--- config.mk ---
export PLATFORM = sky130hd
export DESIGN_NAME = load_store_multiple_sequencer
export DESIGN_NICKNAME = d
export VERILOG_FILES = /design/src/rtl/core/lsm_pkg.sv /design/src/rtl/core/lsm_addsub.sv /design/src/rtl/core/lsm_pick.sv /design/src/rtl/core/load_store_multiple_sequencer.sv
export SDC_FILE = /design/constraint.sdc
export NUM_CORES = 1
export LEC_CHECK = 0
export BUFFER_PORTS_ARGS = -buffer_cell sky130_fd_sc_hd__buf_2
export CORE_MARGIN = 1.5
export CORE_UTILIZATION = 50
export CTS_CLUSTER_SIZE = 24
export DETAILED_ROUTE_END_ITERATION = 10
export PLACE_DENSITY = 0.82
export SETUP_SLACK_MARGIN = 0.15
export SLEW_MARGIN = 20
export SYNTH_ARGS = -nofsm -noshare
export SYNTH_HDL_FRONTEND = slang
export SYNTH_SLANG_ARGS = --single-unit
--- constraint.sdc ---
create_clock -name clk -period 5.65 [get_ports clk]
set_clock_uncertainty 0.15 [all_clocks]
set_input_delay 1.13 -clock clk [delete_from_list [all_inputs] [get_ports clk]]
set_output_delay 1.13 -clock clk [all_outputs]
set_load 0.005 [all_outputs]
--- src/rtl/core/lsm_pkg.sv ---
// Shared constants, types and helper functions for the load/store multiple sequencer.
// No dependencies; used by every module of the block.
package lsm_pkg;

    localparam int unsigned LIST_W     = 16;
    localparam int unsigned REG_W      = 4;
    localparam int unsigned COUNT_W    = 5;
    localparam int unsigned WORD_W     = 32;
    localparam int unsigned IN_TDATA_W = 96;
    localparam int unsigned TDATA_W    = 104;
    localparam int unsigned TUSER_W    = 2;

    // Instruction flag bit positions.
    localparam int unsigned BIT_LOAD  = 20;
    localparam int unsigned BIT_WBACK = 21;
    localparam int unsigned BIT_USER  = 22;
    localparam int unsigned BIT_UP    = 23;
    localparam int unsigned BIT_PRE   = 24;

    localparam logic [WORD_W-1:0]  WORD_BYTES      = 32'd4;
    localparam logic [WORD_W-1:0]  PC_STORE_OFFSET = 32'd12;
    localparam logic [REG_W-1:0]   PC_REG          = 4'd15;

    // Result of the lowest-set-bit search over the remaining register list.
    typedef struct packed {
        logic [REG_W-1:0]  idx;
        logic [LIST_W-1:0] rest;
        logic              is_last;
    } pick_t;

    function automatic logic [COUNT_W-1:0] count_bits(input logic [LIST_W-1:0] list);
        logic [COUNT_W-1:0] n;
        n = '0;
        for (int i = 0; i < LIST_W; i++)
        begin
            n = n + COUNT_W'(list[i]);
        end
        return n;
    endfunction

endpackage

--- src/rtl/core/lsm_addsub.sv ---
// Shared 32-bit adder/subtractor used for every address sum of the sequencer.
// Depends on lsm_pkg for the word width.
module lsm_addsub (
    input  logic [lsm_pkg::WORD_W-1:0] a,
    input  logic [lsm_pkg::WORD_W-1:0] b,
    input  logic                       sub,
    output logic [lsm_pkg::WORD_W-1:0] y
);

    // Two's complement subtraction folded into the one carry chain.
    assign y = a + (sub ? ~b : b) + lsm_pkg::WORD_W'(sub);

endmodule

--- src/rtl/core/lsm_pick.sv ---
// Lowest-set-bit picker over the remaining register list.
// Depends on lsm_pkg for the pick_t result type.
module lsm_pick (
    input  logic [lsm_pkg::LIST_W-1:0] list,
    output lsm_pkg::pick_t             pick
);

    logic [lsm_pkg::LIST_W-1:0] list_dec;
    logic [lsm_pkg::LIST_W-1:0] low_bit;
    logic [lsm_pkg::REG_W-1:0]  idx;

    assign list_dec = list - lsm_pkg::LIST_W'(1);
    assign low_bit  = list & ~list_dec;

    // One-hot to binary encode of the lowest set bit.
    always_comb
    begin
        idx = '0;
        for (int i = 0; i < lsm_pkg::LIST_W; i++)
        begin
            if (low_bit[i])
            begin
                idx = idx | lsm_pkg::REG_W'(i);
            end
        end
    end

    assign pick.idx     = idx;
    assign pick.rest    = list & list_dec;
    assign pick.is_last = (pick.rest == '0);

endmodule

--- src/rtl/core/load_store_multiple_sequencer.sv ---
// Load/store multiple address sequencer: top level with the control sequencer.
// Depends on lsm_pkg, lsm_addsub and lsm_pick.
//
// Usage: one block-transfer instruction arrives as a slave-side stream
// transaction carrying the instruction word, the base register value and the
// instruction address. The block then produces one master-side transaction
// per register named in the 16-bit list, lowest register first, each with its
// word address, register number, direction and, on the final transaction,
// the base write-back. tlast marks the final transaction of an instruction.
// A user-bank instruction gives a single illegal transaction, and an empty
// list gives a single non-transfer transaction carrying only the write-back.
// Sequence: after acceptance a single 32-bit adder forms in turn the
// write-back value, the start address and the stored PC value, then one
// transaction per cycle is given while the receiver is ready, the same
// adder stepping the address by four. s_axis_tready is high only while
// the block is idle. When the receiver stalls, the pending transaction
// holds its value until taken. Reset returns the sequencer to idle with
// no transaction pending.
module load_store_multiple_sequencer (
    input  logic                           clk,
    input  logic                           rst_n,
    input  logic                           s_axis_tvalid,
    output logic                           s_axis_tready,
    // tdata from bit 0: instruction[31:0], base_value[63:32], instr_address[95:64]
    input  logic [lsm_pkg::IN_TDATA_W-1:0] s_axis_tdata,
    output logic                           m_axis_tvalid,
    input  logic                           m_axis_tready,
    // tdata from bit 0: word_address[31:0], reg_index[35:32], is_load[36],
    // pc_store_value[68:37], pc_written[69], writeback_valid[70],
    // writeback_value[102:71], zero padding[103]
    output logic [lsm_pkg::TDATA_W-1:0]    m_axis_tdata,
    // tuser from bit 0: transfer_valid[0], illegal[1]
    output logic [lsm_pkg::TUSER_W-1:0]    m_axis_tuser,
    output logic                           m_axis_tlast
);

    localparam logic [2:0] ST_IDLE   = 3'd0;
    localparam logic [2:0] ST_WB     = 3'd1;
    localparam logic [2:0] ST_START  = 3'd2;
    localparam logic [2:0] ST_PC     = 3'd3;
    localparam logic [2:0] ST_EMIT   = 3'd4;
    localparam logic [2:0] ST_SINGLE = 3'd5;

    localparam int unsigned WW = lsm_pkg::WORD_W;

    logic [2:0]                  state_reg, state_next;
    logic [lsm_pkg::LIST_W-1:0]  list_reg, list_next;
    logic [lsm_pkg::COUNT_W-1:0] cnt_reg, cnt_next;
    logic [WW-1:0]               base_reg, base_next;
    logic [WW-1:0]               iaddr_reg, iaddr_next;
    logic [WW-1:0]               addr_reg, addr_next;
    logic [WW-1:0]               wbval_reg, wbval_next;
    logic [WW-1:0]               pcval_reg, pcval_next;
    logic                        load_reg, load_next;
    logic                        wback_reg, wback_next;
    logic                        up_reg, up_next;
    logic                        pre_reg, pre_next;
    logic                        ill_reg, ill_next;

    logic [WW-1:0] in_insn;
    logic [WW-1:0] in_base;
    logic [WW-1:0] in_iaddr;
    logic          in_fire;
    logic          out_fire;

    logic [WW-1:0] add_a;
    logic [WW-1:0] add_b;
    logic          add_sub;
    logic [WW-1:0] add_y;

    lsm_pkg::pick_t pick;

    // Output field values.
    logic                       o_tv;
    logic [WW-1:0]              o_addr;
    logic [lsm_pkg::REG_W-1:0]  o_reg;
    logic                       o_load;
    logic [WW-1:0]              o_pcv;
    logic                       o_pcw;
    logic                       o_wbv;
    logic [WW-1:0]              o_wbval;
    logic                       o_ill;
    logic                       o_last;
    logic                       is_pc;

    assign in_insn  = s_axis_tdata[WW-1:0];
    assign in_base  = s_axis_tdata[2*WW-1:WW];
    assign in_iaddr = s_axis_tdata[3*WW-1:2*WW];

    assign s_axis_tready = (state_reg == ST_IDLE);
    assign m_axis_tvalid = (state_reg == ST_EMIT) || (state_reg == ST_SINGLE);
    assign in_fire       = s_axis_tvalid && s_axis_tready;
    assign out_fire      = m_axis_tvalid && m_axis_tready;

    lsm_addsub u_addsub (
        .a   (add_a),
        .b   (add_b),
        .sub (add_sub),
        .y   (add_y)
    );

    lsm_pick u_pick (
        .list (list_reg),
        .pick (pick)
    );

    // Operand selection for the shared adder, one sum per sequencer step.
    always_comb
    begin
        add_a   = addr_reg;
        add_b   = lsm_pkg::WORD_BYTES;
        add_sub = 1'b0;
        unique case (state_reg)
            ST_WB:
            begin
                // Write-back value: base plus or minus four times the count.
                add_a   = base_reg;
                add_b   = {{(WW - lsm_pkg::COUNT_W - 2){1'b0}}, cnt_reg, 2'b00};
                add_sub = !up_reg;
            end
            ST_START:
            begin
                // Counting up starts from the base; counting down starts from
                // the lowest address, which is the write-back value.
                add_a = up_reg ? base_reg : wbval_reg;
                add_b = (up_reg == pre_reg) ? lsm_pkg::WORD_BYTES : '0;
            end
            ST_PC:
            begin
                add_a = iaddr_reg;
                add_b = lsm_pkg::PC_STORE_OFFSET;
            end
            default:
            begin
                add_a   = addr_reg;
                add_b   = lsm_pkg::WORD_BYTES;
                add_sub = 1'b0;
            end
        endcase
    end

    // Sequencer.
    always_comb
    begin
        state_next = state_reg;
        list_next  = list_reg;
        cnt_next   = cnt_reg;
        base_next  = base_reg;
        iaddr_next = iaddr_reg;
        addr_next  = addr_reg;
        wbval_next = wbval_reg;
        pcval_next = pcval_reg;
        load_next  = load_reg;
        wback_next = wback_reg;
        up_next    = up_reg;
        pre_next   = pre_reg;
        ill_next   = ill_reg;
        unique case (state_reg)
            ST_IDLE:
            begin
                if (in_fire)
                begin
                    list_next  = in_insn[lsm_pkg::LIST_W-1:0];
                    cnt_next   = lsm_pkg::count_bits(in_insn[lsm_pkg::LIST_W-1:0]);
                    base_next  = in_base;
                    iaddr_next = in_iaddr;
                    load_next  = in_insn[lsm_pkg::BIT_LOAD];
                    wback_next = in_insn[lsm_pkg::BIT_WBACK];
                    ill_next   = in_insn[lsm_pkg::BIT_USER];
                    up_next    = in_insn[lsm_pkg::BIT_UP];
                    pre_next   = in_insn[lsm_pkg::BIT_PRE];
                    if (in_insn[lsm_pkg::BIT_USER] ||
                        (in_insn[lsm_pkg::LIST_W-1:0] == '0))
                    begin
                        state_next = ST_SINGLE;
                    end
                    else
                    begin
                        state_next = ST_WB;
                    end
                end
            end
            ST_WB:
            begin
                wbval_next = add_y;
                state_next = ST_START;
            end
            ST_START:
            begin
                addr_next  = add_y;
                state_next = ST_PC;
            end
            ST_PC:
            begin
                pcval_next = add_y;
                state_next = ST_EMIT;
            end
            ST_EMIT:
            begin
                if (out_fire)
                begin
                    addr_next = add_y;
                    list_next = pick.rest;
                    if (pick.is_last)
                    begin
                        state_next = ST_IDLE;
                    end
                end
            end
            ST_SINGLE:
            begin
                if (out_fire)
                begin
                    state_next = ST_IDLE;
                end
            end
            default:
            begin
                state_next = ST_IDLE;
            end
        endcase
    end

    always_ff @(posedge clk or negedge rst_n)
    begin
        if (!rst_n)
        begin
            state_reg <= ST_IDLE;
        end
        else
        begin
            state_reg <= state_next;
        end
    end

    // Working registers carry payload only and need no reset.
    always_ff @(posedge clk)
    begin
        list_reg  <= list_next;
        cnt_reg   <= cnt_next;
        base_reg  <= base_next;
        iaddr_reg <= iaddr_next;
        addr_reg  <= addr_next;
        wbval_reg <= wbval_next;
        pcval_reg <= pcval_next;
        load_reg  <= load_next;
        wback_reg <= wback_next;
        up_reg    <= up_next;
        pre_reg   <= pre_next;
        ill_reg   <= ill_next;
    end

    // Result fields. In the transfer phase they follow the lowest remaining
    // register; otherwise the single illegal or empty-list result is shown,
    // with every field that has no meaning forced to zero.
    assign is_pc = (pick.idx == lsm_pkg::PC_REG);

    always_comb
    begin
        if (state_reg == ST_EMIT)
        begin
            o_tv    = 1'b1;
            o_addr  = addr_reg;
            o_reg   = pick.idx;
            o_load  = load_reg;
            o_pcv   = (!load_reg && is_pc) ? pcval_reg : '0;
            o_pcw   = load_reg && is_pc;
            o_wbv   = pick.is_last && wback_reg;
            o_wbval = (pick.is_last && wback_reg) ? wbval_reg : '0;
            o_ill   = 1'b0;
            o_last  = pick.is_last;
        end
        else
        begin
            o_tv    = 1'b0;
            o_addr  = '0;
            o_reg   = '0;
            o_load  = 1'b0;
            o_pcv   = '0;
            o_pcw   = 1'b0;
            o_wbv   = !ill_reg && wback_reg;
            o_wbval = (!ill_reg && wback_reg) ? base_reg : '0;
            o_ill   = ill_reg;
            o_last  = 1'b1;
        end
    end

    assign m_axis_tdata = {1'b0, o_wbval, o_wbv, o_pcw, o_pcv, o_load, o_reg, o_addr};
    assign m_axis_tuser = {o_ill, o_tv};
    assign m_axis_tlast = o_last;

endmodule

==> impl_metrics.py, run 1 <==
metrics = {
    "power": {
        "combPwrFrac": 0.491,
        "p_leak_uw": 0.00516,
        "power.share.sequential": 0.349,
        "clkPwrFrac": 0.160,
        "powerDensity_nw_per_um2": 645,
        "internal-power_uw": 4590,
        "p_switching_uw": 3470,
        "peakVddDrop_mv": 0.275,
        "power.share.switching": 0.431,
    },
    "drt": {
        "first_iter_violations": 1058,
        "wl_per_cell_um": 20.6,
        "route.detailed.drc": 0,
        "antenna_left": 0,
        "drt-pass1-iter-count": 5,
        "vias_per_cell": 6.12,
        "drt-total-wl_mm": 29.6,
        "vias": 8767,
    },
    "finish": {
        "finalNetCount": 1286,
        "final_cells": 1432,
        "synthToLayoutAreaGrowth_pct": 17.3,
        "drive_gt1_frac": 0.236,
        "fin_area_um2": 12500,
    },
    "worst_setup_path": {
        "rr_startpoint": "state_reg[0]",
        "path_max_fanout": 31,
        "critPathBufInv": 0,
        "crit_type": "reg2reg",
        "cp_common_cell": "nand2_1",
        "slowest_delay_ps": 650,
        "worst_setup_path_start_kind": "flip-flop",
        "crit_required_ps": 5690,
        "crit_start": "state_reg[0]",
        "crit_family": "compound AO/OA/AOI/OAI gates",
        "critPathSlowestCell": "dfrtp_1",
        "path_cells": "nor2_1, or2_2, a222oi_1, nand2_1, ha_1, nand2_1, a2111oi_0, nand4_1, o211a_1, a21o_1, a211oi_1",
        "arrival_ps": 4780,
        "crit_path_end_kind": "flip-flop",
        "r2r_setup_slack_ps": 910,
    },
    "grt": {
        "gr-usage-all-layers": 0.272,
        "grt_pass1_vias": 8551,
        "grt_max_degree": 77,
        "grt_pass1_wl_mm": 46.1,
        "antenna_found_initial": 2,
        "overflow": 0,
    },
    "clock_tree": {
        "cts.htree.levels": 4,
        "cts_made_buffers": 17,
        "cts_sinks": 189,
        "cts_root_buffer": "clkbuf_16",
        "hold_buffers": 0,
        "clk_path_buf_depth": 2,
        "clkLatencyLatePin_ps": 460,
        "post_cts_resized": 0,
        "cts_tree": "built",
        "clk_pin_slew_ps": 70,
        "cts_setup_buffers": 0,
    },
    "floorplanning": {
        "io_pins": 209,
        "dieWidth_um": 149,
        "fp.dieArea_um2": 22200,
        "die_y_um": 149,
        "rows": 53,
        "core_um2": 21000,
        "start_util": 0.509,
    },
    "synthesis": {
        "ys_ff_latch": 189,
        "synth_edf_count": 186,
        "syn_nets": 1120,
        "ys_warn_count": 0,
        "synth.avg_cell_area_um2": 11.0,
        "async_reset_ff_frac": 0.0159,
        "synth_ff_type": "edfxtp_1",
        "ys_types": 79,
        "syn-cell-area_um2": 10700,
        "ys_seq_area_frac": 0.531,
        "syn_inst": 974,
    },
    "timing": {
        "slew_violations": 0,
        "max-slew-margin-rel": 0.304,
        "tns_ps": 0,
        "min_period_ps": 4740,
        "rsz0062_at_grt": "false",
        "setup_viol": 0,
        "fin_crit_sh": 0.839,
        "hold_viol_final": 0,
        "tightest_slew_ps": 1040,
        "holdWs_ps": 331,
        "fmaxAchievable_mhz": 211,
    },
    "place": {
        "post-place-cells": 1396,
        "placed_cell_area_um2": 11900,
        "dp_hpwl_mm": 19.9,
        "place_congestion": 0.957,
        "port_buffers": 196,
    },
    "run": {
        "drv_cap": 0,
    },
    "worst_hold_path": {
        "hp-class": "in2async",
    },
    "status": {
        "status": "completed",
    },
}
==> power groups by stage <==
stage	sequential, µW	combinational (µW)	clock, µW
2_1_floorplan	2700	2790	0
3_3_place_gp	2800	3770	0
3_5_place_dp	2830	3870	0
4_1_cts	2800	3910	1300
5_1_grt	2870	4340	1350
6_report	2810	3960	1290
==> layout make-up <==
| type | count | area, µm² |
|---|---|---|
| clock buffer | 18 | 429 |
| timing repair buffer | 216 | 1130 |
| antenna | 4 | 10.0 |
| fill | 1734 | 8440 |
| sequential | 189 | 5660 |
| multi-input combinational | 686 | 4630 |
| tap | 275 | 344 |
| clock inverter | 14 | 194 |
| inverter | 30 | 113 |
==> cell usage after synthesis, types with 9 or more instances <==
library cell | number | area share
a21o_1 | 20 | 0.014
a211oi_1 | 12 | 0.0084
ha_1 | 36 | 0.042
a222oi_1 | 9 | 0.0084
fa_1 | 10 | 0.019
clkbuf_1 | 56 | 0.020
nand4_1 | 9 | 0.0053
edfxtp_1 | 186 | 0.52
o21ai_0 | 42 | 0.020
nand2_1 | 95 | 0.033
nor2_1 | 68 | 0.024
xor2_1 | 13 | 0.011
a221oi_1 | 23 | 0.019
and2_1 | 73 | 0.043
a21oi_1 | 67 | 0.031
xnor2_1 | 16 | 0.013
inv_1 | 29 | 0.010
a22o_1 | 32 | 0.026
nor3_1 | 13 | 0.0061
nand3_1 | 19 | 0.0089
==> per-stage QoR <==
stage	power (µW)	util	worst slack (ps)
finish	8060	0.597	912
global route	8560	0.597	641
CTS	8020	0.597	971
detailed placement	6700	0.567	992
global placement	6570	0.567	1140
floorplan	5500	-	1010
==> worst paths after layout <==
kind                                end  depth (start not counted)
setup / recovery           addr_reg[27]                         11
hold / removal             state_reg[1]                          1
setup reg to reg           addr_reg[27]                         11
hold reg to reg             list_reg[4]                          2
max in group asynchronous  state_reg[2]                          1
min in group clk            list_reg[4]                          2
==> metal layers <==
metal  global-route usage  part of all wire  vias up  wire (µm)
li1                     -                 -     3996          -
met1                0.359              0.41     4246      12100
met2                0.448              0.49      475      14400
met3               0.0590             0.084       50       2500
met4               0.0851             0.019        0        566
met5                    0                 0        -          0
==> cells by family (layout without fill, tap and decap cells) <==
family                     count (synthesis)  count (layout)  synth area share
adders and majority gates                 48              48            0.0630
other                                      1               5          0.000352
muxes                                      6               6           0.00575
and+or+nand+nor                          337             337             0.163
xor gates and xnor gates                  29              29            0.0238
AOI/OAI and AO/OA                        265             265             0.174
buffers and inverters                     99             278            0.0393
DFF                                      189             189             0.531
==> layout by cell type, fill, tap and decap left out, drive strengths merged, types with 4 or more instances in the layout <==
cell    instances
buf           216
edfxtp        186
nand2          96
and2           73
nor2           68
a21oi          67
o21ai          43
ha             36
inv            36
a22o           32
a221oi         23
a21o           20
nand3          19
clkbuf         18
xnor2          16
xor2           13
nor3           13
a211oi         12
fa             10
nor4           10
a222oi          9
nand4           9
nor2b           8
and3            7
nand3b          6
o21a            6
o211ai          6
clkinv          6
mux2i           5
o22ai           5
nand2b          5
or2             5
diode           4
o31ai           4
nor3b           4
No activity file was read; power rests on OpenSTA's default activity.
==> run 2, diff against run 1 <==
Settings changed: ABC_AREA from default to 1.
Clock period 5.65 ns to 4.95 ns, I/O delays scaled along.
==> impl_metrics.py, run 2 <==
metrics = {
    "status": {
        "status": "completed",
    },
    "synthesis": {
        "yosys.area.top_type": "edfxtp_1",
        "ys_seq_area_frac": 0.517,
        "ys_types": 48,
        "netlist_top_cells_count": "233 x nand2_1, 186 x edfxtp_1, 166 x nor2_1, 154 x inv_1, 57 x a21oi_1",
        "synth_edf_count": 186,
        "ys_ff_latch": 189,
        "syn_inst": 1204,
        "synth_area_leaders": "edfxtp_1 51%, nand2_1 8.0%, nor2_1 5.7%",
        "syn-cell-area_um2": 10900,
        "synth.most_common_cell": "nand2_1",
        "syn_nets": 1350,
        "async_reset_ff_frac": 0.0159,
        "ys_warn_count": 0,
        "synth_ff_type": "edfxtp_1",
        "synth.avg_cell_area_um2": 9.09,
        "synth_top_area_frac": 0.510,
    },
    "power": {
        "powerDensity_nw_per_um2": 720,
        "p_switching_uw": 4080,
        "peakVddDrop_mv": 0.430,
        "power.share.switching": 0.444,
        "clkPwrFrac": 0.148,
        "power.share.sequential": 0.359,
        "combPwrFrac": 0.494,
        "p_leak_uw": 0.00559,
        "internal-power_uw": 5090,
    },
    "timing": {
        "setup_viol": 0,
        "min_period_ps": 4250,
        "max-slew-margin-rel": 0.316,
        "tns_ps": 0,
        "fmaxAchievable_mhz": 236,
        "fin_crit_sh": 0.858,
        "rsz0062_at_grt": "false",
        "slew_violations": 0,
        "hold_viol_final": 0,
        "tightest_slew_ps": 1030,
    },
    "worst_hold_path": {
        "hp-class": "in2async",
    },
    "clock_tree": {
        "cts_root_buffer": "clkbuf_16",
        "cts_made_buffers": 17,
        "clk_path_buf_depth": 2,
        "clkLatencyLatePin_ps": 430,
        "cts_tree": "built",
        "cts.htree.levels": 4,
        "cts_setup_buffers": 0,
        "cts_sinks": 189,
        "clk_pin_slew_ps": 70,
        "post_cts_resized": 0,
        "hold_buffers": 0,
    },
    "finish": {
        "regArea_um2": 5660,
        "fill_cells": 1825,
        "final_cells": 1671,
        "layout_common_cells": "233 x nand2_1, 196 x buf_2, 186 x edfxtp_1",
        "finalNetCount": 1529,
        "post-route-util": 0.600,
        "layout_commonest_cell": "nand2_1",
        "synthToLayoutAreaGrowth_pct": 16.4,
        "drive_gt1_frac": 0.201,
        "multiInputGateArea_um2": 4430,
    },
    "grt": {
        "grt_pass1_wl_mm": 46.8,
        "gr-usage-all-layers": 0.271,
        "grt_max_degree": 75,
        "grt_pass1_vias": 9085,
        "overflow": 0,
        "antenna_found_initial": 0,
    },
    "drt": {
        "drt-total-wl_mm": 30.5,
        "drt-pass1-iter-count": 5,
        "first_iter_violations": 827,
        "route.detailed.drc": 0,
        "wl_per_cell_um": 18.2,
        "vias_per_cell": 5.66,
        "vias": 9454,
        "antenna_left": 0,
    },
    "floorplanning": {
        "start_util": 0.516,
        "die_y_um": 151,
        "dieWidth_um": 151,
        "io_pins": 209,
        "rows": 53,
        "fp.dieArea_um2": 22800,
        "core_um2": 21200,
    },
    "worst_setup_path": {
        "worst_setup_path_start_kind": "flip-flop",
        "crit_path_end_kind": "output pin",
        "path_max_fanout": 33,
        "crit_required_ps": 3810,
        "arrival_ps": 3110,
        "crit_type": "reg2out",
    },
    "run": {
        "drv_cap": 0,
    },
    "place": {
        "post-place-cells": 1639,
        "dp_hpwl_mm": 21.6,
        "place_congestion": 0.974,
        "port_buffers": 196,
    },
}
run 2: cells by family after synthesis:
logic type	share of synthesized area
XOR/XNOR	0.0264
AND/OR/NAND/NOR	0.204
flip-flops	0.517
adder cells (fa/ha/maj)	0.0594
AO/OA/AOI/OAI	0.112
other	0.000342
buffers and inverters	0.0806
run 2: power by group through the flow:
| stage | combinational, µW | clock [µW] | sequential (µW) |
|---|---|---|---|
| 6_report | 4530 | 1350 | 3290 |
| 5_1_grt | 5010 | 1430 | 3350 |
| 3_3_place_gp | 4340 | 0 | 3280 |
| 3_5_place_dp | 4450 | 0 | 3310 |
| 4_1_cts | 4500 | 1370 | 3280 |
| 2_1_floorplan | 3150 | 0 | 3220 |
run 2: per-stage QoR:
step	instance area [µm²]	power [µW]	hold slack [ps]	setup slack (ps)
6_report	12700	9170	192	705
5_1_grt	12700	9790	182	383
4_1_cts	12700	9140	180	718
3_5_place_dp	12200	7760	509	569
3_3_place_gp	12200	7620	490	597
2_1_floorplan	10900	6360	437	185
run 2: path summary, 6_finish.rpt:
path,start,endpoint,slack [ps],cells after the start
hold reg to reg,state_reg[0],state_reg[0],520,2
max in group asynchronous,rst_n,state_reg[1],4350,1
hold / removal,rst_n,state_reg[2],190,1
setup reg to reg,up_reg,wbval_reg[28],760,14
setup / recovery,list_reg[0],m_axis_tdata[70],700,12
min in group clk,state_reg[0],state_reg[0],520,2
run 2: per-layer routing:
layer | wire, µm | global-route usage
met4 | 792 | 0.101
met1 | 12300 | 0.355
met2 | 15000 | 0.456
met5 | 0 | 0
met3 | 2450 | 0.0383
run 2: critical path, cell delays in order, from the launching register on:
cell and delay (ps):
edfxtp_1 460, nor2_4 190, nand2_4 100, inv_2 100
nand2_2 70, o21ai_2 130, nand2_1 70, nor2_1 130
nand3_1 130, nor2_4 760, nand2_2 180, o21ai_1 190
buf_2 160
run 2: area by class of cell:
type / count / share of cell area
antenna: 1 / 0.000196
clock buffer: 17 / 0.0334
clock inverter: 14 / 0.0111
inverter: 161 / 0.0476
multi-input combinational: 800 / 0.348
sequential: 189 / 0.444
tap: 275 / 0.0270
timing repair buffer: 214 / 0.0886
==> run 3, diff against run 2 <==
Settings changed: SYNTH_HIERARCHICAL from default to 1.
==> impl_metrics.py, run 3 <==
metrics = {
    "status": {
        "status": "completed",
    },
    "floorplanning": {
        "io_pins": 209,
        "fp.dieArea_um2": 24500,
        "core_um2": 22900,
        "start_util": 0.514,
        "die_y_um": 157,
        "rows": 55,
        "dieWidth_um": 157,
    },
    "finish": {
        "finalNetCount": 1776,
        "layout_commonest_cell": "nand2_1",
        "layout_common_cells": "385 x nand2_1, 244 x inv_1, 196 x buf_2",
        "post-route-util": 0.604,
        "synthToLayoutAreaGrowth_pct": 17.4,
        "drive_gt1_frac": 0.187,
        "fill_cells": 1980,
    },
    "power": {
        "p_leak_uw": 0.00669,
        "clkPwrFrac": 0.135,
        "internal-power_uw": 5790,
        "power.share.sequential": 0.313,
        "power.share.switching": 0.470,
        "combPwrFrac": 0.552,
        "powerDensity_nw_per_um2": 790,
        "peakVddDrop_mv": 0.348,
        "p_switching_uw": 5130,
    },
    "synthesis": {
        "syn-cell-area_um2": 11800,
        "netlist_top_cells_count": "385 x nand2_1, 244 x inv_1, 186 x edfxtp_1, 149 x nor2_1, 56 x o21ai_0",
        "ys_warn_count": 6,
        "yosys.area.top_type": "edfxtp_1",
        "synth.avg_cell_area_um2": 8.33,
        "synth_edf_count": 186,
        "ys_seq_area_frac": 0.480,
        "synth_ff_type": "edfxtp_1",
        "ys_types": 43,
        "synth.most_common_cell": "nand2_1",
        "async_reset_ff_frac": 0.0159,
        "synth_top_area_frac": 0.474,
        "synth_area_leaders": "edfxtp_1 47%, nand2_1 12%, inv_1 7.8%",
        "syn_inst": 1414,
        "ys_ff_latch": 189,
    },
    "worst_hold_path": {
        "hp-class": "in2async",
    },
    "drt": {
        "drt-total-wl_mm": 32.6,
        "vias": 10151,
        "drt-pass1-iter-count": 5,
        "first_iter_violations": 824,
        "antenna_left": 0,
        "vias_per_cell": 5.20,
        "wl_per_cell_um": 16.7,
        "route.detailed.drc": 0,
    },
    "worst_setup_path": {
        "crit_path_end_kind": "output pin",
        "path_max_fanout": 32,
        "crit_type": "reg2out",
        "arrival_ps": 2970,
        "worst_setup_path_start_kind": "flip-flop",
        "crit_required_ps": 3810,
    },
    "clock_tree": {
        "post_cts_resized": 0,
        "cts_sinks": 189,
        "hold_buffers": 0,
        "clk_pin_slew_ps": 70,
        "cts_setup_buffers": 0,
        "cts.htree.levels": 4,
        "clkLatencyLatePin_ps": 440,
        "cts_root_buffer": "clkbuf_16",
        "clk_path_buf_depth": 2,
        "cts_made_buffers": 17,
        "cts_tree": "built",
    },
    "timing": {
        "tns_ps": 0,
        "setup_viol": 0,
        "rsz0062_at_grt": "false",
        "fin_crit_sh": 0.830,
        "max-slew-margin-rel": 0.443,
        "fmaxAchievable_mhz": 243,
        "hold_viol_final": 0,
        "tightest_slew_ps": 835,
        "holdWs_ps": 191,
        "slew_violations": 0,
        "min_period_ps": 4110,
    },
    "grt": {
        "gr-usage-all-layers": 0.271,
        "grt_pass1_vias": 9873,
        "grt_pass1_wl_mm": 50.7,
        "antenna_found_initial": 0,
        "overflow": 0,
        "grt_max_degree": 45,
    },
    "run": {
        "drv_cap": 0,
    },
    "place": {
        "dp_hpwl_mm": 24.0,
        "port_buffers": 196,
        "place_congestion": 0.961,
    },
}
## run 3: changes by cell type in the layout (fill, tap and decap cells not counted), moves of 25 or more
cell | previous run | this run
conb_1 | 1 | 31
inv_1 | 153 | 244
nand2_1 | 233 | 385
nand4_1 | 44 | 10
o2111ai_1 | 1 | 26
o21ai_1 | 34 | 9
o22ai_1 | 0 | 32
## run 3: area by class of cell
class                      count  area (µm²)  share of cell area
antenna                        1        2.50            0.000181
clock buffer                  20         437              0.0316
clock inverter                11         184              0.0133
inverter                     256         961              0.0695
multi-input combinational    947        5050               0.365
sequential                   189        5660               0.409
tap                          313         392              0.0283
timing repair buffer         215        1150              0.0830
## run 3: worst max-delay path, stage by stage, from the launching register on
cell      delay [ps]
edfxtp_1         460
nor2_4           230
nand2_4          100
nor2_4           170
nand2_1           90
o21ai_1          180
nor2_1            70
nand3_1          100
nand4_1          130
or2_2            580
nor2_1           230
buf_2            140
## run 3: kinds of logic after synthesis
| group | synth area share |
|---|---|
| adder cells (fa/ha/maj) | 0.0601 |
| other | 0.000637 |
| AO/OA/AOI/OAI | 0.0897 |
| XOR/XNOR | 0.0372 |
| AND/OR/NAND/NOR | 0.228 |
| buffers and inverters | 0.104 |
| flip-flops | 0.480 |
## run 3: per-stage QoR
| step | area, µm² | total power [µW] | setup slack, ps | instances |
|---|---|---|---|---|
| after CTS | 13800 | 10900 | 779 | 1951 |
| after floorplan | 11900 | 7570 | 377 | 1443 |
| after detailed placement | 13200 | 9380 | 563 | 1920 |
| after global placement | 13200 | 9190 | 591 | 1920 |
| final | 13800 | 10900 | 843 | 1952 |
| after global routing | 13800 | 11800 | 578 | 1951 |
## run 3: worst paths after layout
kind	slack, ps	start	endpoint	depth (start not counted)
min in group clk	540	state_reg[2]	state_reg[2]	2
setup reg to reg	1010	state_reg[1]	pcval_reg[26]	17
hold / removal	190	rst_n	state_reg[1]	1
max in group asynchronous	4340	rst_n	state_reg[0]	1
hold reg to reg	540	state_reg[2]	state_reg[2]	2
setup / recovery	840	list_reg[0]	m_axis_tdata[48]	11
## run 3: power groups by stage
| stage | clock [µW] | sequential [µW] | combinational, µW |
|---|---|---|---|
| 4_1_cts | 1490 | 3410 | 6000 |
| 6_report | 1480 | 3420 | 6030 |
| 5_1_grt | 1550 | 3480 | 6740 |
| 3_3_place_gp | 0 | 3420 | 5770 |
| 2_1_floorplan | 0 | 3350 | 4220 |
| 3_5_place_dp | 0 | 3440 | 5940 |
## run 3: routing by layer
| metal | up-vias | GRT usage | part of all wire |
|---|---|---|---|
| li1 | 4940 | - | - |
| met1 | 4706 | 0.358 | 0.42 |
| met4 | 0 | 0.0735 | 0.016 |
| met3 | 51 | 0.0418 | 0.081 |
| met2 | 454 | 0.465 | 0.48 |
| met5 | - | 0 | 0 |
